--- src/hw/rtl/rsi_pkg.sv ---
// Types, constants and the digit decoder of the radix string to integer parser.
// Used by every module of the block; depends on nothing.
package rsi_pkg;

  localparam int VALUE_BITS_DEF = 56;
  localparam logic [4:0] MAX_RADIX = 5'd16;
  localparam logic [4:0] NO_DIGIT = 5'd16;
  localparam logic [7:0] SIGN_CHAR = 8'h2d;
  localparam logic [4:0] DEC_RADIX = 5'd10;

  typedef enum logic [1:0] {
    ST_OK       = 2'd0,
    ST_RADIX    = 2'd1,
    ST_DIGIT    = 2'd2,
    ST_OVERFLOW = 2'd3
  } status_t;

  // One classified character, as it travels from the front to the back.
  typedef struct packed {
    logic       first;
    logic       sign;
    logic [4:0] digit;
    logic [4:0] radix;
    logic       last;
  } item_t;

  // Digit value of a character, or NO_DIGIT when it is not a hex digit.
  function automatic logic [4:0] digit_of(input logic [7:0] c);
    logic [4:0] d;
    d = NO_DIGIT;
    if (c >= 8'h30 && c <= 8'h39) begin
      d = 5'(c - 8'h30);
    end else if (c >= 8'h41 && c <= 8'h46) begin
      d = 5'(c - 8'h41 + 8'd10);
    end else if (c >= 8'h61 && c <= 8'h66) begin
      d = 5'(c - 8'h61 + 8'd10);
    end
    return d;
  endfunction

endpackage

--- src/hw/rtl/rsi_queue.sv ---
// Two-entry queue of classified characters between the front and the back.
// Depends on rsi_pkg for the item type.
module rsi_queue (
  input  logic           clk,
  input  logic           rst_n,
  input  logic           push,
  input  rsi_pkg::item_t push_item,
  output logic           can_push,
  input  logic           pop,
  output logic           head_valid,
  output rsi_pkg::item_t head_item
);

  rsi_pkg::item_t mem_r [2];
  logic           wr_ptr_r, wr_ptr_nxt;
  logic           rd_ptr_r, rd_ptr_nxt;
  logic [1:0]     count_r, count_nxt;

  assign can_push   = (count_r != 2'd2);
  assign head_valid = (count_r != 2'd0);
  assign head_item  = mem_r[rd_ptr_r];

  always_comb begin
    wr_ptr_nxt = wr_ptr_r;
    rd_ptr_nxt = rd_ptr_r;
    count_nxt  = count_r;
    if (push) begin
      wr_ptr_nxt = ~wr_ptr_r;
    end
    if (pop) begin
      rd_ptr_nxt = ~rd_ptr_r;
    end
    if (push && !pop) begin
      count_nxt = count_r + 2'd1;
    end else if (pop && !push) begin
      count_nxt = count_r - 2'd1;
    end
  end

  always_ff @(posedge clk) begin
    if (!rst_n) begin
      wr_ptr_r <= 1'b0;
      rd_ptr_r <= 1'b0;
      count_r  <= 2'd0;
    end else begin
      wr_ptr_r <= wr_ptr_nxt;
      rd_ptr_r <= rd_ptr_nxt;
      count_r  <= count_nxt;
    end
  end

  always_ff @(posedge clk) begin
    if (push) begin
      mem_r[wr_ptr_r] <= push_item;
    end
  end

endmodule

--- src/hw/rtl/rsi_front.sv ---
// Front end: accepts input words, decodes the character and tracks literal starts.
// Depends on rsi_pkg for the item type and the digit decoder.
module rsi_front (
  input  logic           clk,
  input  logic           rst_n,
  input  logic           in_tvalid,
  output logic           in_tready,
  input  logic [7:0]     in_tdata,
  input  logic [4:0]     in_tuser,
  input  logic           in_tlast,
  input  logic           can_push,
  output logic           push,
  output rsi_pkg::item_t push_item
);

  // High when the next word begins a new literal.
  logic at_start_r, at_start_nxt;

  assign in_tready = can_push;
  assign push      = in_tvalid && can_push;

  always_comb begin
    push_item.first = at_start_r;
    push_item.sign  = (in_tdata == rsi_pkg::SIGN_CHAR);
    push_item.digit = rsi_pkg::digit_of(in_tdata);
    push_item.radix = in_tuser;
    push_item.last  = in_tlast;
  end

  always_comb begin
    at_start_nxt = at_start_r;
    if (push) begin
      at_start_nxt = in_tlast;
    end
  end

  always_ff @(posedge clk) begin
    if (!rst_n) begin
      at_start_r <= 1'b1;
    end else begin
      at_start_r <= at_start_nxt;
    end
  end

endmodule

--- src/hw/rtl/rsi_back.sv ---
// Back end: accumulates digits with the overflow check and holds the result word.
// Depends on rsi_pkg for the item type, status codes and radix constants.
module rsi_back #(
  parameter int VALUE_BITS = rsi_pkg::VALUE_BITS_DEF,
  parameter int OUT_W      = 64
) (
  input  logic             clk,
  input  logic             rst_n,
  input  logic             head_valid,
  input  rsi_pkg::item_t   head_item,
  output logic             pop,
  output logic             out_tvalid,
  input  logic             out_tready,
  output logic [OUT_W-1:0] out_tdata,
  output logic [1:0]       out_tuser
);

  localparam int PW = VALUE_BITS + 5;
  localparam logic [PW-1:0] LIM_ALL   = {5'd0, {VALUE_BITS{1'b1}}};
  localparam logic [PW-1:0] LIM_NEG10 = PW'(1) << (VALUE_BITS - 1);
  localparam logic [PW-1:0] LIM_POS10 = LIM_NEG10 - PW'(1);

  logic [VALUE_BITS-1:0] acc_r, acc_nxt;
  logic                  neg_r, neg_nxt;
  logic [4:0]            radix_r, radix_nxt;
  rsi_pkg::status_t      status_r, status_nxt;

  logic                  out_valid_r, out_valid_nxt;
  logic [VALUE_BITS:0]   out_value_r, out_value_nxt;
  rsi_pkg::status_t      out_status_r, out_status_nxt;

  logic                  can_take;
  logic [VALUE_BITS-1:0] acc_base;
  logic                  neg_base;
  logic [4:0]            radix_eff;
  rsi_pkg::status_t      status_base;
  logic [PW-1:0]         prod;
  logic [PW-1:0]         limit;
  logic [VALUE_BITS:0]   mag;

  // A non-final character never needs the output register.
  assign can_take = !out_valid_r || out_tready;
  assign pop      = head_valid && (!head_item.last || can_take);

  always_comb begin
    acc_base  = head_item.first ? '0 : acc_r;
    neg_base  = head_item.first ? 1'b0 : neg_r;
    radix_eff = head_item.first ? head_item.radix : radix_r;
    if (!head_item.first) begin
      status_base = status_r;
    end else if (head_item.radix < 5'd2 || head_item.radix > rsi_pkg::MAX_RADIX) begin
      status_base = rsi_pkg::ST_RADIX;
    end else begin
      status_base = rsi_pkg::ST_OK;
    end

    prod = PW'(acc_base) * PW'(radix_eff) + PW'(head_item.digit);
    if (radix_eff != rsi_pkg::DEC_RADIX) begin
      limit = LIM_ALL;
    end else if (neg_base) begin
      limit = LIM_NEG10;
    end else begin
      limit = LIM_POS10;
    end

    acc_nxt    = acc_base;
    neg_nxt    = neg_base;
    radix_nxt  = radix_eff;
    status_nxt = status_base;
    if (head_item.first && head_item.sign) begin
      neg_nxt = 1'b1;
    end else if (status_base == rsi_pkg::ST_RADIX) begin
      status_nxt = rsi_pkg::ST_RADIX;
    end else if (head_item.digit >= radix_eff) begin
      status_nxt = rsi_pkg::ST_DIGIT;
    end else if (status_base != rsi_pkg::ST_OK) begin
      status_nxt = status_base;
    end else if (prod > limit) begin
      status_nxt = rsi_pkg::ST_OVERFLOW;
    end else begin
      acc_nxt = prod[VALUE_BITS-1:0];
    end

    if (!pop) begin
      acc_nxt    = acc_r;
      neg_nxt    = neg_r;
      radix_nxt  = radix_r;
      status_nxt = status_r;
    end
  end

  always_comb begin
    mag            = {1'b0, acc_nxt};
    out_valid_nxt  = out_valid_r && !out_tready;
    out_value_nxt  = out_value_r;
    out_status_nxt = out_status_r;
    if (pop && head_item.last) begin
      out_valid_nxt  = 1'b1;
      out_status_nxt = status_nxt;
      if (status_nxt != rsi_pkg::ST_OK) begin
        out_value_nxt = '0;
      end else if (neg_nxt) begin
        out_value_nxt = ~mag + (VALUE_BITS + 1)'(1);
      end else begin
        out_value_nxt = mag;
      end
    end
  end

  always_ff @(posedge clk) begin
    if (!rst_n) begin
      acc_r       <= '0;
      neg_r       <= 1'b0;
      radix_r     <= 5'd0;
      status_r    <= rsi_pkg::ST_OK;
      out_valid_r <= 1'b0;
    end else begin
      acc_r       <= acc_nxt;
      neg_r       <= neg_nxt;
      radix_r     <= radix_nxt;
      status_r    <= status_nxt;
      out_valid_r <= out_valid_nxt;
    end
  end

  always_ff @(posedge clk) begin
    out_value_r  <= out_value_nxt;
    out_status_r <= out_status_nxt;
  end

  assign out_tvalid = out_valid_r;
  assign out_tdata  = OUT_W'(out_value_r);
  assign out_tuser  = out_status_r;

endmodule

--- src/hw/rtl/radix_string_to_int56.sv ---
// Top level of the radix string to signed integer parser.
// Depends on rsi_pkg, rsi_front, rsi_queue and rsi_back.
//
// Usage: a literal arrives one character per input word on the in_ stream.
// The radix in in_tuser is taken from the first word of each literal only;
// in_tlast marks its final character. An optional leading '-' negates.
// Exactly one result word leaves on the out_ stream per literal, when its
// last character has been processed: out_tdata carries the signed value
// (zero on any error) and out_tuser the status (ok, bad radix, bad digit,
// overflow, in falling priority).
// Throughput: one character per cycle unless a final character meets a
// full output register; the back end's multiply-add is combinational.
// A final character is queued; its result is then registered for output.
// A two-word queue separates the character decoder from the accumulator,
// and the output register lets the next literal be taken while a result
// waits. If the receiver stalls, characters keep flowing until a final
// character meets a full output register; then the queue fills and
// in_tready falls. Reset (synchronous, active low) empties the queue, drops
// any result and starts a new literal; no clearing pass is needed.
module radix_string_to_int56 #(
  parameter int  VALUE_BITS = rsi_pkg::VALUE_BITS_DEF,
  localparam int OUT_W      = ((VALUE_BITS + 1 + 7) / 8) * 8
) (
  input  logic             clk,
  input  logic             rst_n,
  input  logic             in_tvalid,
  output logic             in_tready,
  input  logic [7:0]       in_tdata,   // ch
  input  logic [4:0]       in_tuser,   // radix
  input  logic             in_tlast,
  output logic             out_tvalid,
  input  logic             out_tready,
  output logic [OUT_W-1:0] out_tdata,  // value (signed, VALUE_BITS+1 bits), zero fill
  output logic [1:0]       out_tuser   // status
);

  logic           can_push;
  logic           push;
  rsi_pkg::item_t push_item;
  logic           pop;
  logic           head_valid;
  rsi_pkg::item_t head_item;

  rsi_front u_front (
    .clk       (clk),
    .rst_n     (rst_n),
    .in_tvalid (in_tvalid),
    .in_tready (in_tready),
    .in_tdata  (in_tdata),
    .in_tuser  (in_tuser),
    .in_tlast  (in_tlast),
    .can_push  (can_push),
    .push      (push),
    .push_item (push_item)
  );

  rsi_queue u_queue (
    .clk        (clk),
    .rst_n      (rst_n),
    .push       (push),
    .push_item  (push_item),
    .can_push   (can_push),
    .pop        (pop),
    .head_valid (head_valid),
    .head_item  (head_item)
  );

  rsi_back #(
    .VALUE_BITS (VALUE_BITS),
    .OUT_W      (OUT_W)
  ) u_back (
    .clk        (clk),
    .rst_n      (rst_n),
    .head_valid (head_valid),
    .head_item  (head_item),
    .pop        (pop),
    .out_tvalid (out_tvalid),
    .out_tready (out_tready),
    .out_tdata  (out_tdata),
    .out_tuser  (out_tuser)
  );

endmodule

--- config.mk ---
export PLATFORM = sky130hd
export DESIGN_NAME = radix_string_to_int56
export DESIGN_NICKNAME = d
export VERILOG_FILES = /design/src/hw/rtl/rsi_pkg.sv /design/src/hw/rtl/rsi_queue.sv /design/src/hw/rtl/rsi_front.sv /design/src/hw/rtl/rsi_back.sv /design/src/hw/rtl/radix_string_to_int56.sv
export SDC_FILE = /design/constraint.sdc
export NUM_CORES = 1
export LEC_CHECK = 0
export CORE_UTILIZATION = 60
export DETAILED_ROUTE_END_ITERATION = 8
export DONT_BUFFER_PORTS = 1
export PLACE_DENSITY = 0.76
export SYNTH_ARGS = -nofsm -noshare
export SYNTH_HDL_FRONTEND = slang
export SYNTH_HIERARCHICAL = 1
export SYNTH_SLANG_ARGS = --single-unit
--- constraint.sdc ---
create_clock -name clk -period 15.4 [get_ports clk]
set_input_delay 3.08 -clock clk [delete_from_list [all_inputs] [get_ports clk]]
set_output_delay 3.08 -clock clk [all_outputs]
set_load 0.02 [all_outputs]
==> reports/metrics.yaml <==
layout:
  syn_to_final_growth_pct: 3.88
  fin_cells: 2720
  layout-drive-gt1-share: 0.0537
  nNetsFinal: 2630
  final_util: 0.631
  antenna_cells: 0
critical_path:
  crit_type: "flip-flop to flip-flop"
  end_kind: "flip-flop"
  cp_max_fo: 39
  crit_path_start_kind: "flip-flop"
  reg2reg_depth: 40
  worstPathArrival_ns: 13.36
  cp.required_ns: 15.60
  slowest_stage: "nor2b_4"
  cpPeakStageDelay_ns: 0.73
synthesis:
  synth_edf_count: 85
  syn_inst: 2341
  synth_seq_area_share: 0.196
  synthArstFlopShare: 0
  synth-seq-cells: 156
  syn_avg_cell_area_um2: 8.68
  yosysUniqueCellTypes: 106
  ys_warn_count: 6
  synth_flop_cell: "edfxtp_1"
  synth_area_um2: 20300
sta:
  fin_crit_sh: 0.855
  finalSetupViolCount: 0
  rsz0062_at_grt: "false"
  fin_ws_ns: 2.24
  fin_skew_ns: 0.0169
  final.setup.tns_ns: 0
  worst_slew_pin_slew_ns: 1.27
  hold_viol_final: 0
  maxSlewViolCount: 0
  max_slew_margin: 0.154
  period_needed_ns: 13.16
  clock.fmax_mhz: 76.0
cts:
  insertion_delay_ns: 0.44
  clock_sinks: 156
  cts_max_level: 4
  cts.clk_slew.worst_paths_ns: 0.07
  clock_path_buffers: 2
  cts_tree: "done"
  cts_made_buffers: 17
  cts_hold_buf: 0
  cts_setup_buffers: 0
  cts_root_buf: "clkbuf_16"
  ctsResizeCount: 0
power:
  internal-power_w: 0.000998
  clkPwrFrac: 0.231
  fin_total_pwr_w: 0.00190
  sw_frac_of_total: 0.475
  power_frac_comb: 0.434
  peakVddDrop_mv: 0.251
  p_per_area_nw_per_um2: 90.1
  p_leak_nw: 9.70
  p_sw_w: 0.000904
  seqPwrFrac: 0.335
floorplan:
  start_util: 0.608
  die_y_um: 186
  core_area_um2: 33400
  die_w_um: 186
  ios: 86
  die_area_um2: 34600
  rows: 67
detailed_routing:
  drt-vias-per-instance: 6.43
  antenna_left: 0
  drc_errors: 0
  wl_per_cell_um: 21.8
  dr.first_iter.drc_count: 1807
  wl_um: 59400
  dr_total_vias: 17500
  drt_first_pass_iters: 6
grt:
  grt_pass1_wl_um: 93300
  antenna_found_initial: 0
  grt_pass1_vias: 16900
  grtUsageTotal: 0.352
  grt_max_degree: 72
  gr-total-overflow: 0
hold_path:
  hp-class: "flip-flop to flip-flop"
  hold_depth: 0
place:
  port_buffers: 0
  dp_slack_ns: 2.55
  hpwlAfterDp_um: 46300
  routabilityCongestion: 1.01
  place_inst: 2688
job:
  drv_cap: 0
status:
  status: "finished, final reports clean"
[per-layer routing]
layer	vias to the layer above	track usage	wire length, um	share of wire
li1	7849	-	-	-
met1	8553	0.484	24700	0.42
met2	976	0.549	26700	0.45
met3	121	0.0689	6040	0.10
met4	0	0.125	1950	0.033
met5	-	0	0	0
[synth_stat cells, types with 10 or more instances]
cell      instances  area [um^2]
ha_1            186         2330
a31oi_1          16          100
nor4_1           21          131
xor2_1           41          359
a21o_1           34          255
edfxtp_1         85         2550
a22o_1           20          175
nor2_1          121          454
clkbuf_1         77          289
or4_1            11         82.6
o41ai_1          12          105
dfxtp_1          71         1420
buf_4            18          135
a21oi_1         100          500
a22oi_1          25          188
nand2_1         178          668
inv_1           290         1090
a211oi_1         12         90.1
fa_1            167         3340
xnor2_1          57          499
o21a_1           14          105
nand4_1          40          250
mux2_1           10          113
a41oi_1          10         87.6
o21ai_0          61          305
and3_1           16          100
or3_1            11         68.8
nor2b_1          44          275
o211ai_1         14          105
nor3_1           30          150
nand2b_1         10         62.6
and4_1           11         96.3
and2_1          280         1750
nand3_1          26          130
buf_2            20          100
[state kept, by name, indices dropped and copies added, names as in the netlist, 2 cells and up, named ones only]
signal	count
u_back/acc_r	56
u_back/out_tuser	2
u_back/out_value_r	57
u_back/radix_r	5
u_back/status_r	2
u_queue/count_r	2
u_queue/mem_r	26
[cells by family after synthesis]
group,share of synthesized area
simple gates,0.230
fa+ha+maj,0.279
flops,0.196
other cells,0.000185
buf+inv,0.0816
mux,0.0123
xor+xnor,0.0422
compound gates,0.159
[critical path, delay by kind of cell (launching register included)]
kind / cells / cell delay, ns
XOR/XNOR: 1 / 0.20
AND/OR/NAND/NOR: 12 / 3.91
buffers and inverters: 7 / 1.16
AO/OA/AOI/OAI: 13 / 4.04
flip-flops: 1 / 0.69
adder cells (fa/ha/maj): 6 / 2.50
multiplexers: 1 / 0.38
[through the flow]
| stage | area [um^2] | hold WS [ns] |
|---|---|---|
| after floorplan | 20300 | 0.441 |
| after global placement | 20500 | 0.457 |
| after detailed placement | 20500 | 0.468 |
| after CTS | 21100 | 0.489 |
| after global routing | 21100 | 0.511 |
| final | 21100 | 0.501 |
[final cells by class]
class | count | area (um^2)
clock inverter | 11 | 111
timing repair buffer | 16 | 120
fill | 2870 | 12300
sequential | 156 | 3970
multi-input combinational | 1778 | 14800
clock buffer | 21 | 503
tap | 448 | 561
inverter | 290 | 1090
[power groups by stage]
stage,registers [W],logic (W),clock network (W)
after detailed placement,0.000643,0.000786,0
final,0.000637,0.000826,0.000439
after global routing,0.000646,0.000875,0.000459
after CTS,0.000636,0.000793,0.000442
after global placement,0.000643,0.000771,0
after floorplan,0.000622,0.000571,0
[layout by cell type, fill, tap and decap left out, types with 10 or more instances in the layout]
master,count
nor3_1,30
a22o_1,20
and2_1,280
and3_1,15
nand4_1,40
fa_1,167
and4_1,11
nor2b_1,39
o21ai_0,61
nand2_1,178
xnor2_1,57
ha_1,186
a21o_1,34
or3_1,11
o41ai_1,12
a22oi_1,25
or4_1,11
xor2_1,41
a41oi_1,10
edfxtp_1,85
inv_1,289
buf_4,16
nand3_1,26
a211oi_1,12
a21oi_1,100
a31oi_1,16
dfxtp_1,71
clkbuf_16,19
o21a_1,14
nor2_1,121
o211ai_1,14
nand2b_1,10
nor4_1,21
mux2_1,10
[worst paths after layout]
check | startpoint | to | slack, ns
setup / recovery | flip-flop | u_back/out_value_r[42] | 2.24
hold / removal | u_front/at_start_r | u_queue/mem_r[1][12] | 0.50
setup reg to reg | flip-flop | u_back/out_value_r[42] | 2.24
hold reg to reg | u_front/at_start_r | u_queue/mem_r[1][12] | 0.50
(Power assumes the default switching activity.)
